<file path="src/assert_macros.svh">
// Assertion macros used by the RTL top level.
`ifndef ASSERT_MACROS_SVH
`define ASSERT_MACROS_SVH

// Checked while out of reset.
`define PB_ASSERT(lbl, prop, msg) \
  lbl: assert property (@(posedge clk_i) disable iff (!rst_ni) prop) else $error(msg);

// Checked at every edge, reset included.
`define PB_ASSERT_ALWAYS(lbl, prop, msg) \
  lbl: assert property (@(posedge clk_i) prop) else $error(msg);

`endif

</file>
<file path="src/pbnp_pkg.sv">
// Shared types and codes of the point store and pair search.
`default_nettype none
package pbnp_pkg;

  localparam logic [1:0] REQ_LOAD = 2'd0;
  localparam logic [1:0] REQ_TICK = 2'd1;
  localparam logic [1:0] REQ_SCAN = 2'd2;

  localparam logic [1:0] REG_STEP   = 2'd0;
  localparam logic [1:0] REG_BOUND  = 2'd1;
  localparam logic [1:0] REG_RADIUS = 2'd2;

  localparam logic [15:0] STEP_RST   = 16'd328;
  localparam logic [14:0] BOUND_RST  = 15'd16220;
  localparam logic [14:0] RADIUS_RST = 15'd4915;

  typedef struct packed {
    logic signed [15:0] px;
    logic signed [15:0] py;
    logic signed [15:0] pz;
    logic signed [15:0] vx;
    logic signed [15:0] vy;
    logic signed [15:0] vz;
    logic [7:0]         cr;
    logic [7:0]         cg;
    logic [7:0]         cb;
  } point_t;

  typedef struct packed {
    logic       hit;
    logic [5:0] idx;
    logic [7:0] cr;
    logic [7:0] cg;
    logic [7:0] cb;
  } pair_t;

endpackage
`default_nettype wire

</file>
<file path="src/pbnp_pair.sv">
// Pair test: registered squares, then sum and compare with the limit.
`default_nettype none
module pbnp_pair (
  input  wire               clk_i,
  input  wire               rst_ni,
  input  wire               vld_i,
  input  pbnp_pkg::point_t  row_i,
  input  pbnp_pkg::point_t  head_i,
  input  wire        [5:0]  idx_i,
  input  wire        [29:0] lim_i,
  output pbnp_pkg::pair_t   pair_o
);
  import pbnp_pkg::*;

  logic signed [16:0] dx, dy, dz;
  logic signed [33:0] qx, qy, qz;
  logic [8:0]         sr, sg, sb;
  logic               vld_q;
  logic [32:0]        sqx_q, sqy_q, sqz_q;
  logic [34:0]        d2;
  pair_t              pr_q;

  always_comb begin
    dx = {row_i.px[15], row_i.px} - {head_i.px[15], head_i.px};
    dy = {row_i.py[15], row_i.py} - {head_i.py[15], head_i.py};
    dz = {row_i.pz[15], row_i.pz} - {head_i.pz[15], head_i.pz};
    qx = dx * dx;
    qy = dy * dy;
    qz = dz * dz;
    sr = {1'b0, row_i.cr} + {1'b0, head_i.cr};
    sg = {1'b0, row_i.cg} + {1'b0, head_i.cg};
    sb = {1'b0, row_i.cb} + {1'b0, head_i.cb};
  end

  always_ff @(posedge clk_i or negedge rst_ni) begin
    if (!rst_ni) begin
      vld_q <= 1'b0;
    end else begin
      vld_q <= vld_i;
    end
  end

  always_ff @(posedge clk_i) begin
    sqx_q     <= qx[32:0];
    sqy_q     <= qy[32:0];
    sqz_q     <= qz[32:0];
    pr_q.hit  <= 1'b0;
    pr_q.idx  <= idx_i;
    pr_q.cr   <= sr[8:1];
    pr_q.cg   <= sg[8:1];
    pr_q.cb   <= sb[8:1];
  end

  always_comb begin
    d2 = {2'b00, sqx_q} + {2'b00, sqy_q} + {2'b00, sqz_q};
    pair_o     = pr_q;
    pair_o.hit = vld_q && (d2 < {5'd0, lim_i});
  end

endmodule
`default_nettype wire

</file>
<file path="config.mk">
export PLATFORM = sky130hd
export DESIGN_NAME = pbnp_pair
export DESIGN_NICKNAME = d
export VERILOG_FILES = /design/src/assert_macros.svh /design/src/pbnp_pkg.sv /design/src/pbnp_pair.sv
export SDC_FILE = /design/constraint.sdc
export NUM_CORES = 2
export LEC_CHECK = 0
export BUFFER_PORTS_ARGS = -buffer_cell sky130_fd_sc_hd__buf_2
export CORE_MARGIN = 1
export CORE_UTILIZATION = 55
export CTS_CLUSTER_SIZE = 28
export DETAILED_ROUTE_END_ITERATION = 10
export PLACE_DENSITY_LB_ADDON = 0.12
export SYNTH_ARGS = -nofsm -noshare
export SYNTH_HDL_FRONTEND = slang
export SYNTH_SLANG_ARGS = --single-unit
</file>
<file path="constraint.sdc">
create_clock -name clk_i -period 8.26 [get_ports clk_i]
set_input_delay 1.652 -clock clk_i [delete_from_list [all_inputs] [get_ports clk_i]]
set_output_delay 1.652 -clock clk_i [all_outputs]
set_load 0.005 [all_outputs]
</file>
==> reports/summary.txt <==
Run status - complete, but fails checks
Failing checks - DRC, setup timing
Post-synthesis register bit count - 127
Port bufs - 213
Unrepaired setup endpoints after global routing - yes
Synthesized Nets - 5556
Count of different cell masters after synthesis - 73
WP data arrival - 9.07 ns
Largest family of logic cells by synthesized area - adder cells
Final hold vios - 0
CP max FO - 4
Num CTS Buffers - 17
Fin cells - 5893
Worst path max stage delay - 0.58 ns
Synth Area in Compound Gates - 8.76%
Most frequent CP cell - a21o_1
Rows - 94
All-Layer GR Usage - 27.4%
GR Overflow Total - 0
Root Buffer - clkbuf_16
Die X - 261 um
Seq/Total Area, Yosys - 6.92%
Core box area - 66000 um2
Post-Syn Area - 36800 um2
Vias per cell - 5.02
Post-Route WL - 87700 um
Crit path max-delay family - adder cells
Routability cong. - 0.901
Die Ht - 261 um
Mux contribution to synthesized area - 0.0849%
DR DRC count - 14
Yosys warns - 0
Clk sinks - 127
Cts hold-fix bufs - 0
Largest net degree at the start of global routing - 18
Relative slew slack - 64.0%
Syn_area_per_cell - 9.03 um2
CTS tree - done
Clock buffer depth - 2
First-pass GRT wire length - 149000 um
DP Cell Count - 5775
Gate Count Post-Synth - 4078
Highest routed layer - met5
Post-synth EDFFs - 0
Starting DRT DRC Count - 1122
Synth async-reset ratio - 0.787%
I/O Pins - 310
Commonest non-fill, non-tap cell in the layout - inv_1
Clock Pin Slew Worst Setup and Hold Paths - 0.07 ns
Worst setup SP type - primary input
Initial antenna violation count - 2
Highest-count cells in the layout ignoring fill and taps - 1029 x inv_1, 768 x fa_1, 720 x buf_4, 357 x ha_1, 308 x nor2_1
Pins Over Slew Limit - 0
HP Class - in2async
H-tree lvl count - 4
Share of cells above drive strength 1 - 28.9%
Predominant post-synthesis flop cell - dfxtp_1
Routed Antenna Nets - 0
# setup viols final - 31
Met2 wire len - 45500 um
Minimum clock period - 8.69 ns
Least-Margin Pin Slew - 0.526 ns
Period utilization - 105%
Post-route setup slack - -0.427 ns
Vias in the first global route - 32000
CP max-delay cell - fa_2
DRT Pass-1 Iters - 10
Met1 WL - 36800 um
Initial core utilization - 55.8%
WP buf/inv - 8
Wire length per cell - 14.9 um
Fillers - 5122
Critical Path Sink Type - flip-flop
Syn-to-layout area delta - 29.0%
Post-Synth Adder-Cell Area - 57.0%
Total of max-cap violations - 0
Post-DP HPWL - 76300 um
Fmax - 115 MHz
Xor and xnor area share after synthesis - 5.02%
Die area - 68000 um2
Critical Path RT - 8.65 ns
Via count - 29600
Antenna Cells - 0
Routed wl met3 - 3280 um
Nets@finish - 6494
Crit path kind - in2reg
Post-synthesis simple-gate area fraction - 10.2%
## metrics by stage
stage	utilization [%]	hold slack (ns)	worst slack [ns]	cell area, um2	TNS, ns
after floorplan	-	1.36	-0.570	37700	-7.81
after global placement	67.9	1.43	-1.01	44800	-32.57
after detailed placement	67.9	1.43	-1.10	44800	-35.54
after CTS	70.4	0.938	-0.448	46400	-8.06
after global routing	72.0	0.942	-0.784	47500	-18.12
final	72.0	0.961	-0.427	47500	-6.66
## layout make-up
| type | count | area, um2 | area share (%) |
|---|---|---|---|
| clock buffers | 17 | 425 | 0.895 |
| flip-flops and latches | 127 | 2550 | 5.37 |
| well taps | 864 | 1080 | 2.28 |
| multi-input cells | 2769 | 31800 | 66.9 |
| repair buffers | 994 | 7290 | 15.3 |
| clock inverters | 15 | 163 | 0.342 |
| inverters | 1107 | 4210 | 8.86 |
## layer usage
layer  vias up  track usage, %
met1     14700            34.9
met5         -               0
met4         2            7.13
met2       544            49.2
met3       127            3.11
li1      14200               -
## kinds of logic after synthesis
kind of cell             Yosys count
adder cells (fa/ha/maj)         1199
buffers and inverters           1182
AND/OR/NAND/NOR                  873
AO/OA/AOI/OAI                    483
XOR/XNOR                         211
flip-flops                       127
multiplexers                       3
## what timing repair did
action,in CTS,in global routing
endpoints found under the setup margin,42,51
pin swaps,159,182
resized for setup,179,214
setup buffers,54,48
## synth_stat cells, types with 15 or more instances
cell type,number,area share (%)
a21o_1,89,1.8
a21oi_1,135,1.8
and2_1,15,0.25
clkbuf_1,73,0.74
dfxtp_1,126,6.8
fa_1,799,43
ha_1,400,14
inv_1,1093,11
nand2_1,303,3.1
nand2b_1,34,0.58
nand3_1,27,0.37
nand4_1,17,0.29
nor2_1,359,3.7
nor2b_1,31,0.53
nor3_1,37,0.50
o211ai_1,16,0.33
o21a_1,29,0.59
o21ai_0,81,1.1
o21bai_1,32,0.65
xnor2_1,158,3.8
xor2_1,53,1.3
## flip-flops by register name, summed over array words and instances (netlist names)
register,flops
sqz_q,32
sqx_q,32
sqy_q,32
vld_q,1
pair_o,30
## path summary, 6_finish.rpt
path	depth (start not counted)	start	end
max	39	row_i[72]	sqz_q[32]
min	1	rst_ni	vld_q
max in group asynchronous	1	rst_ni	vld_q
min in group clk_i	1	idx_i[5]	pair_o[29]
Power is not shown: default switching activity piles up to over one toggle a cycle in this logic, so the estimate is an artifact.
