==> src/assert_macros.svh <==
// Assertion macros used by the RTL top level.
`ifndef ASSERT_MACROS_SVH
`define ASSERT_MACROS_SVH

// Checked while out of reset.
`define PB_ASSERT(lbl, prop, msg) \
  lbl: assert property (@(posedge clk_i) disable iff (!rst_ni) prop) else $error(msg);

// Checked at every edge, reset included.
`define PB_ASSERT_ALWAYS(lbl, prop, msg) \
  lbl: assert property (@(posedge clk_i) prop) else $error(msg);

`endif

==> src/pbnp_pkg.sv <==
// Shared types and codes of the point store and pair search.
`default_nettype none
package pbnp_pkg;

  localparam logic [1:0] REQ_LOAD = 2'd0;
  localparam logic [1:0] REQ_TICK = 2'd1;
  localparam logic [1:0] REQ_SCAN = 2'd2;

  localparam logic [1:0] REG_STEP   = 2'd0;
  localparam logic [1:0] REG_BOUND  = 2'd1;
  localparam logic [1:0] REG_RADIUS = 2'd2;

  localparam logic [15:0] STEP_RST   = 16'd328;
  localparam logic [14:0] BOUND_RST  = 15'd16220;
  localparam logic [14:0] RADIUS_RST = 15'd4915;

  typedef struct packed {
    logic signed [15:0] px;
    logic signed [15:0] py;
    logic signed [15:0] pz;
    logic signed [15:0] vx;
    logic signed [15:0] vy;
    logic signed [15:0] vz;
    logic [7:0]         cr;
    logic [7:0]         cg;
    logic [7:0]         cb;
  } point_t;

  typedef struct packed {
    logic       hit;
    logic [5:0] idx;
    logic [7:0] cr;
    logic [7:0] cg;
    logic [7:0] cb;
  } pair_t;

endpackage
`default_nettype wire

==> src/pbnp_advance.sv <==
// Motion update at the ring head: move, saturate, reflect.
`default_nettype none
module pbnp_advance (
  input  wire               tick_i,
  input  wire        [15:0] step_i,
  input  wire        [14:0] bound_i,
  input  pbnp_pkg::point_t  pt_i,
  output pbnp_pkg::point_t  pt_o
);
  import pbnp_pkg::*;

  function automatic logic [31:0] axis_upd(input logic signed [15:0] p,
                                           input logic signed [15:0] v,
                                           input logic [15:0] s,
                                           input logic [14:0] b);
    logic signed [32:0] prod;
    logic signed [32:0] rnd;
    logic signed [17:0] sum;
    logic signed [15:0] np;
    logic signed [15:0] nv;
    logic [16:0]        mag;
    prod = v * $signed({1'b0, s});
    rnd  = prod + 33'sd32768;
    sum  = {p[15], p[15], p} + {rnd[32], rnd[32:16]};
    if (sum > 18'sd32767) np = 16'sh7fff;
    else if (sum < -18'sd32768) np = 16'sh8000;
    else np = sum[15:0];
    mag = np[15] ? (17'd0 - {np[15], np}) : {1'b0, np};
    nv  = v;
    if (mag >= {2'b00, b}) begin
      nv = (v == 16'sh8000) ? 16'sh7fff : -v;
    end
    return {np, nv};
  endfunction

  logic [31:0] ux, uy, uz;

  always_comb begin
    ux = axis_upd(pt_i.px, pt_i.vx, step_i, bound_i);
    uy = axis_upd(pt_i.py, pt_i.vy, step_i, bound_i);
    uz = axis_upd(pt_i.pz, pt_i.vz, step_i, bound_i);
    pt_o = pt_i;
    if (tick_i) begin
      pt_o.px = ux[31:16];
      pt_o.vx = ux[15:0];
      pt_o.py = uy[31:16];
      pt_o.vy = uy[15:0];
      pt_o.pz = uz[31:16];
      pt_o.vz = uz[15:0];
    end
  end

endmodule
`default_nettype wire

==> config.mk <==
export PLATFORM = sky130hd
export DESIGN_NAME = pbnp_advance
export DESIGN_NICKNAME = d
export VERILOG_FILES = /design/src/assert_macros.svh /design/src/pbnp_pkg.sv /design/src/pbnp_advance.sv
export SDC_FILE = /design/constraint.sdc
export NUM_CORES = 2
export LEC_CHECK = 0
export BUFFER_PORTS_ARGS = -buffer_cell sky130_fd_sc_hd__buf_2
export CAP_MARGIN = 30
export CORE_MARGIN = 2
export CORE_UTILIZATION = 35
export DETAILED_ROUTE_END_ITERATION = 6
export SLEW_MARGIN = 20
export SYNTH_ARGS = -nofsm -noshare
export SYNTH_HDL_FRONTEND = slang
export SYNTH_SLANG_ARGS = --single-unit
==> constraint.sdc <==
create_clock -name vclk -period 16.5
set_input_delay 1.65 -clock vclk [all_inputs]
set_output_delay 1.65 -clock vclk [all_outputs]
set_load 0.1 [all_outputs]
==> results by group <==
Detailed routing
  – Met1 wire length: 42.33 mm
  – # DRC: 0
  – Number of violations reported at the end of detailed-routing iteration 0: 1718
  – Final wirelength: 97.39 mm
  – Met2 wire length: 47.40 mm
  – Highest metal layer with signal wires: met5
  – Number of nets still failing antenna checks after routing: 0
  – Routed len/inst: 18.08 µm
  – Routed vias: 27.70k
  – Number of vias per cell after detailed routing: 5.143
  – Met3 wire length: 4.887 mm
  – Detailed-routing iteration count for the pre-antenna-repair pass: 7

Min path
  – Depth of the worst hold-timing path: 0
  – End point of the worst hold path: pt_o[8]
  – Worst hold start: pt_i[8]
  – Worst Hold Class: input port to primary output

Global routing
  – Global-route wire length before repair: 158.6 mm
  – Number of antenna violations at the first check in global routing: 4
  – Remaining global-route overflow: 0
  – Number of global-route vias before repair: 29.02k
  – Maximum number of pins on one net before global-route repair: 51
  – Global Route Usage Sum: 20.21%

Cells and area
  – Core Util, Final: 38.57%
  – Fill cell instance count of the final layout: 9671
  – Number of sequential cells in the layout: 0
  – Clock buf count: 0
  – Net count, final: 5335
  – Area of combinational cells with multiple inputs: 0.02913 mm²
  – Layout cell share with drive strength beyond 1: 8.723%
  – Register cell area after layout: 0 µm²
  – Area growth from synthesis to layout: 9.073%

CTS
  – Hold-fix buffers at CTS: 0

Timing
  – Total negative setup slack: 0 ps
  – Final setup violation count: 0
  – Pin slew with the least headroom to its limit: 838.0 ps
  – Clock period minus worst slack: 15880 ps
  – RSZ-0062 raised after global routing: no
  – Maximum frequency from static timing analysis: 0.06296 GHz
  – Pins Over Slew Limit: 0
  – Share of the cycle needed by the critical path after routing: 96.26%
  – Headroom to the max-slew limit: 43.95%
  – Endpoints failing hold: 0
  – Final worst-path setup slack: 617.7 ps

Critical path
  – Data arrival, critical path: 14230 ps
  – Type of element capturing the critical path: primary output
  – Category of the most critical setup path: input port to primary output
  – Critical Path Fanout Max: 21
  – Cell with the largest stage delay on the worst path: sky130_fd_sc_hd__fa_1
  – Biggest cell delay along the critical path: 560 ps
  – Launching element type of the critical path: input port
  – CP required: 14850 ps
  – Critical Path Most Common Cell: sky130_fd_sc_hd__fa_1

Placed design
  – Worst-case setup slack after placement: 195.2 ps
  – Final weighted congestion in routability-driven placement: 0.9176
  – Detailed placement HPWL: 80.43 mm
  – Buffers on Ports: 224

Synthesis
  – Number of standard cells after synthesis: 4078
  – Count of distinct cell types in the synthesized netlist: 91
  – Synthesized area divided by synthesized cell count: 8.105 µm²
  – Synth warnings: 0
  – Summed instance area of the synthesized netlist: 0.03305 mm²
  – Sequential fraction of the synthesis area: 0%
  – Post-synthesis net count: 5284

Job
  – Number of maximum-capacitance violations: 0

Die
  – Die boundary width: 311.3 µm
  – Std cell rows: 112
  – Area of the core: 0.09347 mm²
  – Die Span Y: 311.3 µm
  – Starting Density: 35.36%
  – Number of ports placed on the die boundary: 272
  – Total die area: 0.09691 mm²

Outcome
  – Result of the run: completed
what timing repair did:
item / CTS / global route
resized for setup: 0 / 28
buffers inserted: 0 / 4
setup endpoints to repair: 0 / 44
kinds of logic (layout without fill, tap and decap cells):
logic type,Yosys count,count (layout),synth area share [%]
and+or+nand+nor,1268,1268,19.24
adders and majority gates,1054,1054,53.12
buffers and inverters,1042,1091,12.17
AOI/OAI and AO/OA,600,600,12.39
xor gates and xnor gates,101,101,2.676
muxes,13,13,0.4126
other,0,4,0
through the flow:
step	hold slack (ps)	std cells	cell area (µm²)
after CTS	3301	5377	35890
final	3300	5385	36050
after detailed placement	3301	5377	35890
after floorplan	3512	4078	33070
after global placement	3301	5376	35880
after global routing	3300	5383	36050
cell type report:
class | count | share of cell area, %
diodes | 4 | 0.02776
inverters | 791 | 8.235
multi-input cells | 3036 | 80.79
well taps | 1254 | 4.352
repair buffers | 300 | 6.597
worst max path at each step:
| stage | endpoint | slack [ps] | startpoint | cells past startpoint |
|---|---|---|---|---|
| after floorplan | pt_o[34] | 410 | pt_i[31] | 53 |
| after global placement | pt_o[52] | 340 | step_i[8] | 53 |
| after detailed placement | pt_o[52] | 200 | step_i[8] | 51 |
| after CTS | pt_o[52] | 210 | step_i[5] | 50 |
| after global routing | pt_o[41] | 20 | pt_i[41] | 51 |
| final | pt_o[41] | 620 | pt_i[50] | 50 |
worst max-delay path, delay by kind of cell:
kind                       cells  cell delay, ps
xor gates and xnor gates       1             210
buffers and inverters          9            1390
AOI/OAI and AO/OA             18            4180
and+or+nand+nor               11            2400
muxes                          1             290
adders and majority gates     10            4020
cell usage in the layout, fill, tap and decap left out, drive strengths merged, types with 9 or more instances in the layout:
master,netlist,final
nand4,11,11
and2,362,362
a21oi,161,161
buf,43,292
o2111ai,9,9
o21a,29,29
and3,16,16
nor4,12,12
o22a,17,17
xnor2,65,65
nor3,44,44
a2bb2oi,15,15
a21o,60,60
o211ai,22,22
o21bai,9,9
nor2b,47,47
nor2,145,145
o21ai,108,108
nand2b,53,53
or3,32,32
fa,582,582
inv,790,790
or2,12,12
nand3,47,47
a211oi,33,33
xor2,36,36
nand2,466,466
o31ai,10,10
ha,472,472
a31oi,15,15
o311ai,16,16
Yosys cell counts (32+ instances only):
| library cell | instances | share of area [%] |
|---|---|---|
| sky130_fd_sc_hd__nor3_1 | 43 | 0.65 |
| sky130_fd_sc_hd__and2_1 | 360 | 6.8 |
| sky130_fd_sc_hd__nand2_1 | 466 | 5.3 |
| sky130_fd_sc_hd__nor2b_1 | 47 | 0.89 |
| sky130_fd_sc_hd__clkbuf_1 | 208 | 2.4 |
| sky130_fd_sc_hd__fa_1 | 582 | 35 |
| sky130_fd_sc_hd__a211oi_1 | 32 | 0.73 |
| sky130_fd_sc_hd__a21oi_1 | 159 | 2.4 |
| sky130_fd_sc_hd__nand3_1 | 47 | 0.71 |
| sky130_fd_sc_hd__inv_1 | 790 | 9.0 |
| sky130_fd_sc_hd__nand2b_1 | 53 | 1.0 |
| sky130_fd_sc_hd__ha_1 | 472 | 18 |
| sky130_fd_sc_hd__a21o_1 | 60 | 1.4 |
| sky130_fd_sc_hd__xnor2_1 | 65 | 1.7 |
| sky130_fd_sc_hd__nor2_1 | 144 | 1.6 |
| sky130_fd_sc_hd__xor2_1 | 36 | 0.95 |
| sky130_fd_sc_hd__o21ai_0 | 105 | 1.6 |
| sky130_fd_sc_hd__or3_1 | 32 | 0.61 |
metal layers:
layer / up-vias / global-route usage [%]
li1: 12950 / -
met1: 13830 / 27.02
met2: 788 / 35.37
met3: 133 / 1.398
met4: 2 / 5.105
met5: - / 0
Power is not shown: default switching activity piles up to over one toggle a cycle in this logic, so the estimate is an artifact.
