===== src/assert_macros.svh =====
// Assertion macros used by the RTL top level.
`ifndef ASSERT_MACROS_SVH
`define ASSERT_MACROS_SVH

// Checked while out of reset.
`define PB_ASSERT(lbl, prop, msg) \
  lbl: assert property (@(posedge clk_i) disable iff (!rst_ni) prop) else $error(msg);

// Checked at every edge, reset included.
`define PB_ASSERT_ALWAYS(lbl, prop, msg) \
  lbl: assert property (@(posedge clk_i) prop) else $error(msg);

`endif


===== src/pbnp_pkg.sv =====
// Shared types and codes of the point store and pair search.
`default_nettype none
package pbnp_pkg;

  localparam logic [1:0] REQ_LOAD = 2'd0;
  localparam logic [1:0] REQ_TICK = 2'd1;
  localparam logic [1:0] REQ_SCAN = 2'd2;

  localparam logic [1:0] REG_STEP   = 2'd0;
  localparam logic [1:0] REG_BOUND  = 2'd1;
  localparam logic [1:0] REG_RADIUS = 2'd2;

  localparam logic [15:0] STEP_RST   = 16'd328;
  localparam logic [14:0] BOUND_RST  = 15'd16220;
  localparam logic [14:0] RADIUS_RST = 15'd4915;

  typedef struct packed {
    logic signed [15:0] px;
    logic signed [15:0] py;
    logic signed [15:0] pz;
    logic signed [15:0] vx;
    logic signed [15:0] vy;
    logic signed [15:0] vz;
    logic [7:0]         cr;
    logic [7:0]         cg;
    logic [7:0]         cb;
  } point_t;

  typedef struct packed {
    logic       hit;
    logic [5:0] idx;
    logic [7:0] cr;
    logic [7:0] cg;
    logic [7:0] cb;
  } pair_t;

endpackage
`default_nettype wire


===== src/pbnp_cell.sv =====
// One storage cell of the point ring.
`default_nettype none
module pbnp_cell (
  input  wire                  clk_i,
  input  wire                  load_i,
  input  pbnp_pkg::point_t     load_d_i,
  input  wire                  shift_i,
  input  pbnp_pkg::point_t     shift_d_i,
  output pbnp_pkg::point_t     pt_o
);
  import pbnp_pkg::*;

  point_t pt_q;

  always_ff @(posedge clk_i) begin
    if (load_i) begin
      pt_q <= load_d_i;
    end else if (shift_i) begin
      pt_q <= shift_d_i;
    end
  end

  assign pt_o = pt_q;

endmodule
`default_nettype wire


===== config.mk =====
export PLATFORM = sky130hd
export DESIGN_NAME = pbnp_cell
export DESIGN_NICKNAME = d
export VERILOG_FILES = /design/src/assert_macros.svh /design/src/pbnp_pkg.sv /design/src/pbnp_cell.sv
export SDC_FILE = /design/constraint.sdc
export NUM_CORES = 1
export LEC_CHECK = 0
export ABC_AREA = 1
export BUFFER_PORTS_ARGS = -buffer_cell sky130_fd_sc_hd__clkbuf_2
export CAP_MARGIN = 20
export CORE_AREA = 2 2 142 144
export CTS_BUF_LIST = sky130_fd_sc_hd__clkbuf_8
export CTS_CLUSTER_DIAMETER = 120
export DETAILED_ROUTE_END_ITERATION = 12
export DIE_AREA = 0 0 144 146
export PLACE_DENSITY = 0.65
export REMOVE_ABC_BUFFERS = 1
export SYNTH_ARGS = -nofsm -noshare
export SYNTH_HDL_FRONTEND = slang
export SYNTH_SLANG_ARGS = --single-unit

===== constraint.sdc =====
create_clock -name clk_i -period 3 [get_ports clk_i]
set_clock_uncertainty 0.15 [all_clocks]
set_input_delay 0.3 -clock clk_i [delete_from_list [all_inputs] [get_ports clk_i]]
set_output_delay 0.3 -clock clk_i [all_outputs]
set_load 0.02 [all_outputs]

==> impl_results.html, run 1 <==
<table>
<tr><th>Metric</th><th>Value</th></tr>
<tr><th colspan="2">Status</th></tr>
<tr><td>Status</td><td>finished clean</td></tr>
<tr><th colspan="2">Power and ir drop</th></tr>
<tr><td>Power density normalized to cell area</td><td>497 mW/mm^2</td></tr>
<tr><td>Final total power</td><td>4.91 mW</td></tr>
<tr><td>Worst ir drop on vdd</td><td>between 0.2 and 0.25 mV</td></tr>
<tr><td>Static leakage</td><td>approximately 5.0 nW</td></tr>
<tr><th colspan="2">Finish</th></tr>
<tr><td>Area Overhead vs Synth</td><td>91.1%</td></tr>
<tr><td>Layout Cells excl Fill</td><td>1371</td></tr>
<tr><td>Fraction of final layout cells with drive strength greater than 1</td><td>a little over a third</td></tr>
<tr><td>Area of the multi-input gates</td><td>about 0.0014 sq mm</td></tr>
<tr><td>Flip-flop and latch area</td><td>0.00360 sq mm</td></tr>
<tr><td>Cell area after layout</td><td>0.00988 sq mm</td></tr>
<tr><td>Number of diodes added for antenna fixing</td><td>0</td></tr>
<tr><td>Fillers</td><td>~1700</td></tr>
<tr><td>Flip-flop count of the largest register, all copies and words added</td><td>120</td></tr>
<tr><td>Final-stage net count</td><td>1336</td></tr>
<tr><td>Utilization of the core after routing</td><td>51.1%</td></tr>
<tr><th colspan="2">Worst setup path</th></tr>
<tr><td>Cell-by-cell listing of the critical path</td><td>buf_4, buf_4, nand2_1, nand2_1, dlygate4sd3_1</td></tr>
<tr><td>Slowest cell delay on critical path</td><td>0.65 ns</td></tr>
<tr><td>Largest driver fanout on the critical path</td><td>a little under 70</td></tr>
<tr><td>Signal arrival time at the worst endpoint</td><td>2.07 ns</td></tr>
<tr><td>Required time at the worst-slack endpoint</td><td>3.15 ns</td></tr>
<tr><td>Gate family responsible for the most delay along the worst path</td><td>buffers and inverters</td></tr>
<tr><td>CP startpoint kind</td><td>input pin</td></tr>
<tr><td>Element type at the critical path end</td><td>register</td></tr>
<tr><td>Slowest stage cell on the critical path</td><td>buf_4</td></tr>
<tr><td>Crit path buf inv count</td><td>3</td></tr>
<tr><td>Path type of the worst setup path</td><td>in -&gt; reg</td></tr>
<tr><th colspan="2">Synth</th></tr>
<tr><td>Cell type with the highest aggregate area in the netlist</td><td>edfxtp_1</td></tr>
<tr><td>Count of mapped cells out of synthesis</td><td>~510</td></tr>
<tr><td>Total standard cell area after synthesis</td><td>0.00517 sq mm</td></tr>
<tr><td>Count of yosys warnings during synthesis</td><td>0</td></tr>
<tr><td>Sequential-to-total area share from yosys stat</td><td>69.7%</td></tr>
<tr><td>Top-area cell type share of the netlist area</td><td>between 60% and 70%</td></tr>
<tr><td>Count of cell types in the netlist</td><td>7</td></tr>
<tr><td>Synthesized area per cell</td><td>between 10 and 15 sq um</td></tr>
<tr><td>Top cells by area, synth</td><td>edfxtp_1, nand2_1, buf_6</td></tr>
<tr><td>Count of state elements after synthesis</td><td>120</td></tr>
<tr><th colspan="2">Drt</th></tr>
<tr><td>DRC violation count after routing</td><td>0</td></tr>
<tr><td>Total Wirelength</td><td>18.9 mm</td></tr>
<tr><td>Post-DRT Antenna Nets</td><td>0</td></tr>
<tr><td>Wire length per cell after detailed routing</td><td>13.8 um</td></tr>
<tr><td>DR vias/cell</td><td>roughly 4.2</td></tr>
<tr><td>Detailed-route via count</td><td>roughly 5700</td></tr>
<tr><td>Initial detailed-routing violation count</td><td>202</td></tr>
<tr><td>Total iterations of the first detailed-routing run</td><td>7</td></tr>
<tr><th colspan="2">STA</th></tr>
<tr><td>Final Hold Viols</td><td>0</td></tr>
<tr><td>Relative slew margins</td><td>50.7%</td></tr>
<tr><td>Unrepaired setup endpoints after global routing</td><td>no</td></tr>
<tr><td>Total negative slack for setup checks</td><td>0 ns</td></tr>
<tr><td>Final slew viol count</td><td>0</td></tr>
<tr><td>Worst Hold Slack</td><td>0.0209 ns</td></tr>
<tr><td>Worst setup slack after layout</td><td>1.09 ns</td></tr>
<tr><td>Post-layout minimum cycle time</td><td>1.91 ns</td></tr>
<tr><td>Final count of negative-setup-slack endpoints</td><td>0</td></tr>
<tr><td>Highest Clock Rate</td><td>around 520 MHz</td></tr>
<tr><td>Slew at the pin closest to its max-slew limit</td><td>0.740 ns</td></tr>
<tr><td>Post-route fraction of the period consumed by the critical path</td><td>63.8%</td></tr>
<tr><th colspan="2">Clock network</th></tr>
<tr><td>TritonCTS clock tree</td><td>done</td></tr>
<tr><td>Number of buffers on the longest clock path</td><td>2</td></tr>
<tr><td>CTS sink cnt</td><td>120</td></tr>
<tr><td>Reg clk slew, reported paths</td><td>0.08 ns</td></tr>
<tr><td>Number of buffers inserted during clock tree synthesis</td><td>17</td></tr>
<tr><td>Root Buffer</td><td>clkbuf_8</td></tr>
<tr><td>H-tree levels</td><td>4</td></tr>
<tr><td>Post-CTS setup repair buffer count</td><td>0</td></tr>
<tr><th colspan="2">Placed design</th></tr>
<tr><td>Dpl ws</td><td>0.972 ns</td></tr>
<tr><td>Cell Area, Placed</td><td>roughly 0.007 sq mm</td></tr>
<tr><td>Post-DP HPWL</td><td>11.9 mm</td></tr>
<tr><td>PortBufs</td><td>362</td></tr>
<tr><td>GP Congestion</td><td>0.825</td></tr>
<tr><td>Total placed cells including tap cells</td><td>1116</td></tr>
<tr><th colspan="2">Die</th></tr>
<tr><td>Std-Cell Core Area</td><td>just under 0.02 sq mm</td></tr>
<tr><td>Rows</td><td>51</td></tr>
<tr><td>Number of top-level pins</td><td>363</td></tr>
<tr><td>Height of the chip</td><td>146 um</td></tr>
<tr><td>Area enclosed by the die boundary</td><td>0.0210 sq mm</td></tr>
<tr><td>Horiz. Die Dim</td><td>between 100 and 150 um</td></tr>
<tr><td>Effective utilization at floorplan</td><td>26.7%</td></tr>
<tr><th colspan="2">GRT</th></tr>
<tr><td>Maximum number of pins on one net before global-route repair</td><td>69</td></tr>
<tr><td>Initial antenna violation count</td><td>0</td></tr>
<tr><td>Total GRT Usage</td><td>17.1%</td></tr>
<tr><td>Global-route wire length before repair</td><td>27.6 mm</td></tr>
<tr><td>Sum of overflow across all layers after global routing</td><td>0</td></tr>
<tr><td>Via count of the first global-routing pass</td><td>5846</td></tr>
<tr><th colspan="2">Worst hold path</th></tr>
<tr><td>Worst min path class</td><td>in -&gt; reg</td></tr>
<tr><td>Worst hold path cell count</td><td>3</td></tr>
<tr><td>Hold wc startpoint</td><td>load_d_i[19]</td></tr>
<tr><td>Terminating pin of the worst hold path</td><td>pt_o[19]$_DFFE_PP_</td></tr>
<tr><th colspan="2">Run</th></tr>
<tr><td>Maxcap violations</td><td>0</td></tr>
</table>
==> synth_stat cells <==
cell type  number
inv_2           1
buf_2          15
or2_2           1
edfxtp_1      120
nand2_1       360
buf_6          11
buf_4           1
==> per-layer routing <==
layer	wire length (um)	track usage (%)	share of wire (%)
met1	6840	16.0	36
met2	9840	32.5	52
met3	1680	6.05	8.9
met4	499	7.65	2.6
met5	0	0	0
==> layout make-up <==
class	instances	area share, %
inverters	1	0.0633
flip-flops and latches	120	36.5
clock inverters	15	2.28
well taps	265	3.35
repair buffers	592	41.7
clock buffers	17	2.37
multi-input cells	361	13.8
==> tightest hold or removal path, delay by kind of cell <==
kind,cells,cell delay (ns)
buf+inv,1,0.07
simple gates,2,0.11
==> what timing repair did <==
action	CTS	global route
endpoints found under the setup margin	0	0
gates resized for setup	0	0
hold buffers	221	2
endpoints found under the hold margin	118	2
==> power by group <==
part | leakage (nW) | switching [mW] | internal, mW
registers | 1.24 | 0.0533 | 2.06
logic | 3.58 | 0.588 | 0.524
clock network | 0.220 | 0.695 | 0.993
==> layout by cell type (no fill, tap or decap) <==
cell             n
buf_12           2
buf_4            6
bufinv_16        5
clkbuf_2       361
clkbuf_8        17
clkinv_1         1
clkinv_2         1
clkinv_4         3
clkinvlp_4       3
dlygate4sd3_1  223
edfxtp_1       120
inv_4            1
inv_6            2
nand2_1        360
or2_4            1
==> logic make-up (layout without fill, tap and decap cells) <==
group                  count (synthesis)  after routing  synth area share, %
DFF                                  120            120                 69.7
buffers and inverters                 28            625                 4.06
and+or+nand+nor                      361            361                 26.3
==> worst max path at each step <==
stage,endpoint,depth (start not counted),startpoint,slack [ns]
floorplan,pt_o[0]$_DFFE_PP_,1,shift_i,0.63
global placement,pt_o[9]$_DFFE_PP_,3,load_i,1.03
detailed placement,pt_o[64]$_DFFE_PP_,3,load_i,0.97
CTS,pt_o[11]$_DFFE_PP_,5,load_i,1.18
global route,pt_o[11]$_DFFE_PP_,5,load_i,1.02
finish,pt_o[24]$_DFFE_PP_,5,load_i,1.09
Power figures use the tool's default switching activity.
==> inputs of run 2 (changes only) <==
- clock period: 3 -> 1.8 ns (I/O delays scaled with it)
==> run 2 against run 1 <==
Effect of this change: synthesized cell count stayed put; the run now fails in clock tree synthesis; area after synthesis stayed put.
==> impl_results.html, run 2 <==
<table>
<tr><th>Metric</th><th>Value</th></tr>
<tr><th colspan="2">Status</th></tr>
<tr><td>Status</td><td>stopped before the end (was finished clean)</td></tr>
<tr><td>Failed at</td><td>clock tree synthesis</td></tr>
<tr><td>Run-stopping error</td><td>[ERROR RSZ-0060] Max buffer count reached.</td></tr>
<tr><th colspan="2">Die</th></tr>
<tr><td>Effective utilization at floorplan</td><td>26.7% (unchanged)</td></tr>
<tr><td>Rows</td><td>51 (unchanged)</td></tr>
<tr><td>Horiz. Die Dim</td><td>144 um (unchanged)</td></tr>
<tr><td>Height of the chip</td><td>146 um (unchanged)</td></tr>
<tr><td>Number of top-level pins</td><td>363 (unchanged)</td></tr>
<tr><th colspan="2">Synth</th></tr>
<tr><td>Cell type with the highest aggregate area in the netlist</td><td>edfxtp_1 (unchanged)</td></tr>
<tr><td>Share of synthesized area spent on multiplexers</td><td>0% (unchanged)</td></tr>
<tr><td>Main synth FF type</td><td>edfxtp_1 (unchanged)</td></tr>
<tr><td>Total standard cell area after synthesis</td><td>0.00517 sq mm (unchanged)</td></tr>
<tr><td>Sequential-to-total area share from yosys stat</td><td>69.7% (unchanged)</td></tr>
<tr><td>Dominant combinational cell family by area after synthesis</td><td>simple AND/OR/NAND/NOR gates (unchanged)</td></tr>
<tr><td>Top cells by area, synth</td><td>edfxtp_1, nand2_1, buf_6 (unchanged)</td></tr>
<tr><td>Synthesized area per cell</td><td>10.2 sq um (unchanged)</td></tr>
<tr><td>Async SR Flop Fraction</td><td>0% (unchanged)</td></tr>
<tr><td>Count of state elements after synthesis</td><td>120 (unchanged)</td></tr>
<tr><td>Post-synthesis compound-gate area fraction</td><td>0% (unchanged)</td></tr>
<tr><td>Count of yosys warnings during synthesis</td><td>0 (unchanged)</td></tr>
<tr><td>Adder and majority gate portion of the synthesized area</td><td>0% (unchanged)</td></tr>
<tr><td>Post-synth top cells</td><td>nand2_1, edfxtp_1, buf_2, buf_6 (unchanged)</td></tr>
<tr><td>Simple logic cell fraction of the synthesized area</td><td>26.3% (unchanged)</td></tr>
<tr><td>Count of mapped cells out of synthesis</td><td>509 (unchanged)</td></tr>
<tr><td>Most frequent cell after synthesis</td><td>nand2_1 (unchanged)</td></tr>
<tr><td>Top-area cell type share of the netlist area</td><td>69.7% (unchanged)</td></tr>
<tr><td>Xor and xnor fraction of the mapped netlist area</td><td>0% (unchanged)</td></tr>
<tr><td>Count of flip-flops with a built-in enable after synthesis</td><td>120 (unchanged)</td></tr>
<tr><td>Count of cell types in the netlist</td><td>7 (unchanged)</td></tr>
<tr><th colspan="2">Clock network</th></tr>
<tr><td>H-tree levels</td><td>4 (unchanged)</td></tr>
<tr><td>Hold-fix buffers at CTS</td><td>230 (was 221)</td></tr>
<tr><td>Root Buffer</td><td>clkbuf_8 (unchanged)</td></tr>
<tr><td>Post-CTS setup repair buffer count</td><td>0 (unchanged)</td></tr>
<tr><td>Number of buffers on the longest clock path</td><td>2 (unchanged)</td></tr>
<tr><td>CTS sink cnt</td><td>120 (unchanged)</td></tr>
<tr><td>Total of cells resized after clock tree synthesis</td><td>0 (unchanged)</td></tr>
<tr><td>Number of buffers inserted during clock tree synthesis</td><td>17 (unchanged)</td></tr>
<tr><th colspan="2">Placed design</th></tr>
<tr><td>Post-DP HPWL</td><td>11.9 mm (about the same)</td></tr>
<tr><td>Total placed cells including tap cells</td><td>1116 (unchanged)</td></tr>
<tr><td>GP Congestion</td><td>0.845 (was 0.825)</td></tr>
<tr><td>PortBufs</td><td>362 (unchanged)</td></tr>
</table>
==> run 2: cell counts after synthesis <==
Identical to the previous run, type by type.
==> run 2: cells by family after synthesis <==
logic type,after synthesis
buffers and inverters,28
AND/OR/NAND/NOR,361
flip-flops,120
==> run 2: per-stage QoR <==
step / worst slack (ns) / area [sq um]
after detailed placement: 0.350 / 7220
after global placement: 0.384 / 7220
after floorplan: -0.446 / 4960
==> inputs of run 3 (changes only) <==
- CORE_AREA: 2 2 142 144 -> 2 2 143 145
- CTS_BUF_LIST: sky130_fd_sc_hd__clkbuf_8 -> unset
- CTS_CLUSTER_DIAMETER: 120 -> unset
- DIE_AREA: 0 0 144 146 -> 0 0 145 147
- PLACE_DENSITY: 0.65 -> unset
- PLACE_DENSITY_LB_ADDON: unset -> 0.15
==> run 3 against run 2 <==
Effect of this change: the flow again stops in clock tree synthesis; synthesized cell count did not move; area after synthesis did not move.
==> impl_results.html, run 3 <==
<table>
<tr><th>Metric</th><th>Value</th></tr>
<tr><th colspan="2">Status</th></tr>
<tr><td>Status</td><td>stopped before the end (unchanged)</td></tr>
<tr><td>Failed at</td><td>clock tree synthesis (unchanged)</td></tr>
<tr><td>Run-stopping error</td><td>[ERROR RSZ-0060] Max buffer count reached. (unchanged)</td></tr>
<tr><th colspan="2">Synth</th></tr>
<tr><td>Sequential-to-total area share from yosys stat</td><td>69.7% (unchanged)</td></tr>
<tr><td>Dominant combinational cell family by area after synthesis</td><td>simple AND/OR/NAND/NOR gates (unchanged)</td></tr>
<tr><td>Top cells by area, synth</td><td>edfxtp_1, nand2_1, buf_6 (unchanged)</td></tr>
<tr><td>Post-synth top cells</td><td>nand2_1, edfxtp_1, buf_2, buf_6 (unchanged)</td></tr>
<tr><td>Simple logic cell fraction of the synthesized area</td><td>26.3% (unchanged)</td></tr>
<tr><td>Xor and xnor fraction of the mapped netlist area</td><td>0% (unchanged)</td></tr>
<tr><td>Cell type with the highest aggregate area in the netlist</td><td>edfxtp_1 (unchanged)</td></tr>
<tr><td>Synthesized area per cell</td><td>10.2 sq um (unchanged)</td></tr>
<tr><td>Post-synthesis compound-gate area fraction</td><td>0% (unchanged)</td></tr>
<tr><td>Count of flip-flops with a built-in enable after synthesis</td><td>120 (unchanged)</td></tr>
<tr><td>Total standard cell area after synthesis</td><td>0.00517 sq mm (unchanged)</td></tr>
<tr><td>Main synth FF type</td><td>edfxtp_1 (unchanged)</td></tr>
<tr><td>Share of synthesized area spent on multiplexers</td><td>0% (unchanged)</td></tr>
<tr><td>Count of cell types in the netlist</td><td>7 (unchanged)</td></tr>
<tr><td>Count of state elements after synthesis</td><td>120 (unchanged)</td></tr>
<tr><td>Count of mapped cells out of synthesis</td><td>509 (unchanged)</td></tr>
<tr><td>Most frequent cell after synthesis</td><td>nand2_1 (unchanged)</td></tr>
<tr><td>Adder and majority gate portion of the synthesized area</td><td>0% (unchanged)</td></tr>
<tr><td>Top-area cell type share of the netlist area</td><td>69.7% (unchanged)</td></tr>
<tr><td>Count of yosys warnings during synthesis</td><td>0 (unchanged)</td></tr>
<tr><td>Async SR Flop Fraction</td><td>0% (unchanged)</td></tr>
<tr><th colspan="2">Clock network</th></tr>
<tr><td>Number of buffers inserted during clock tree synthesis</td><td>17 (unchanged)</td></tr>
<tr><td>Root Buffer</td><td>clkbuf_16 (was clkbuf_8)</td></tr>
<tr><td>CTS sink cnt</td><td>120 (unchanged)</td></tr>
<tr><td>H-tree levels</td><td>4 (unchanged)</td></tr>
<tr><td>Post-CTS setup repair buffer count</td><td>0 (unchanged)</td></tr>
<tr><td>Number of buffers on the longest clock path</td><td>2 (unchanged)</td></tr>
<tr><td>Hold-fix buffers at CTS</td><td>232 (was 230)</td></tr>
<tr><td>Total of cells resized after clock tree synthesis</td><td>0 (unchanged)</td></tr>
<tr><th colspan="2">Placed design</th></tr>
<tr><td>PortBufs</td><td>362 (unchanged)</td></tr>
<tr><td>GP Congestion</td><td>0.760 (was 0.845)</td></tr>
<tr><td>Post-DP HPWL</td><td>12.2 mm (was 11.9 mm)</td></tr>
<tr><td>Cell Area, Placed</td><td>0.00724 sq mm (was 0.00722 sq mm)</td></tr>
<tr><th colspan="2">Die</th></tr>
<tr><td>Number of top-level pins</td><td>363 (unchanged)</td></tr>
<tr><td>Horiz. Die Dim</td><td>145 um (was 144 um)</td></tr>
<tr><td>Rows</td><td>52 (was 51)</td></tr>
<tr><td>Height of the chip</td><td>147 um (was 146 um)</td></tr>
<tr><td>Effective utilization at floorplan</td><td>26.1% (was 26.7%)</td></tr>
</table>
==> run 3: cell families after synthesis <==
group         after synthesis
buf+inv                    28
flops                     120
simple gates              361
==> run 3: per-stage QoR <==
stage	std cells	setup slack (ns)	hold WS, ns	TNS, ns	utilization, %
3_3_place_gp	1123	0.422	0.294	0	36.5
2_1_floorplan	482	-0.446	0.209	-53.52	-
3_5_place_dp	1123	0.381	0.299	0	36.5
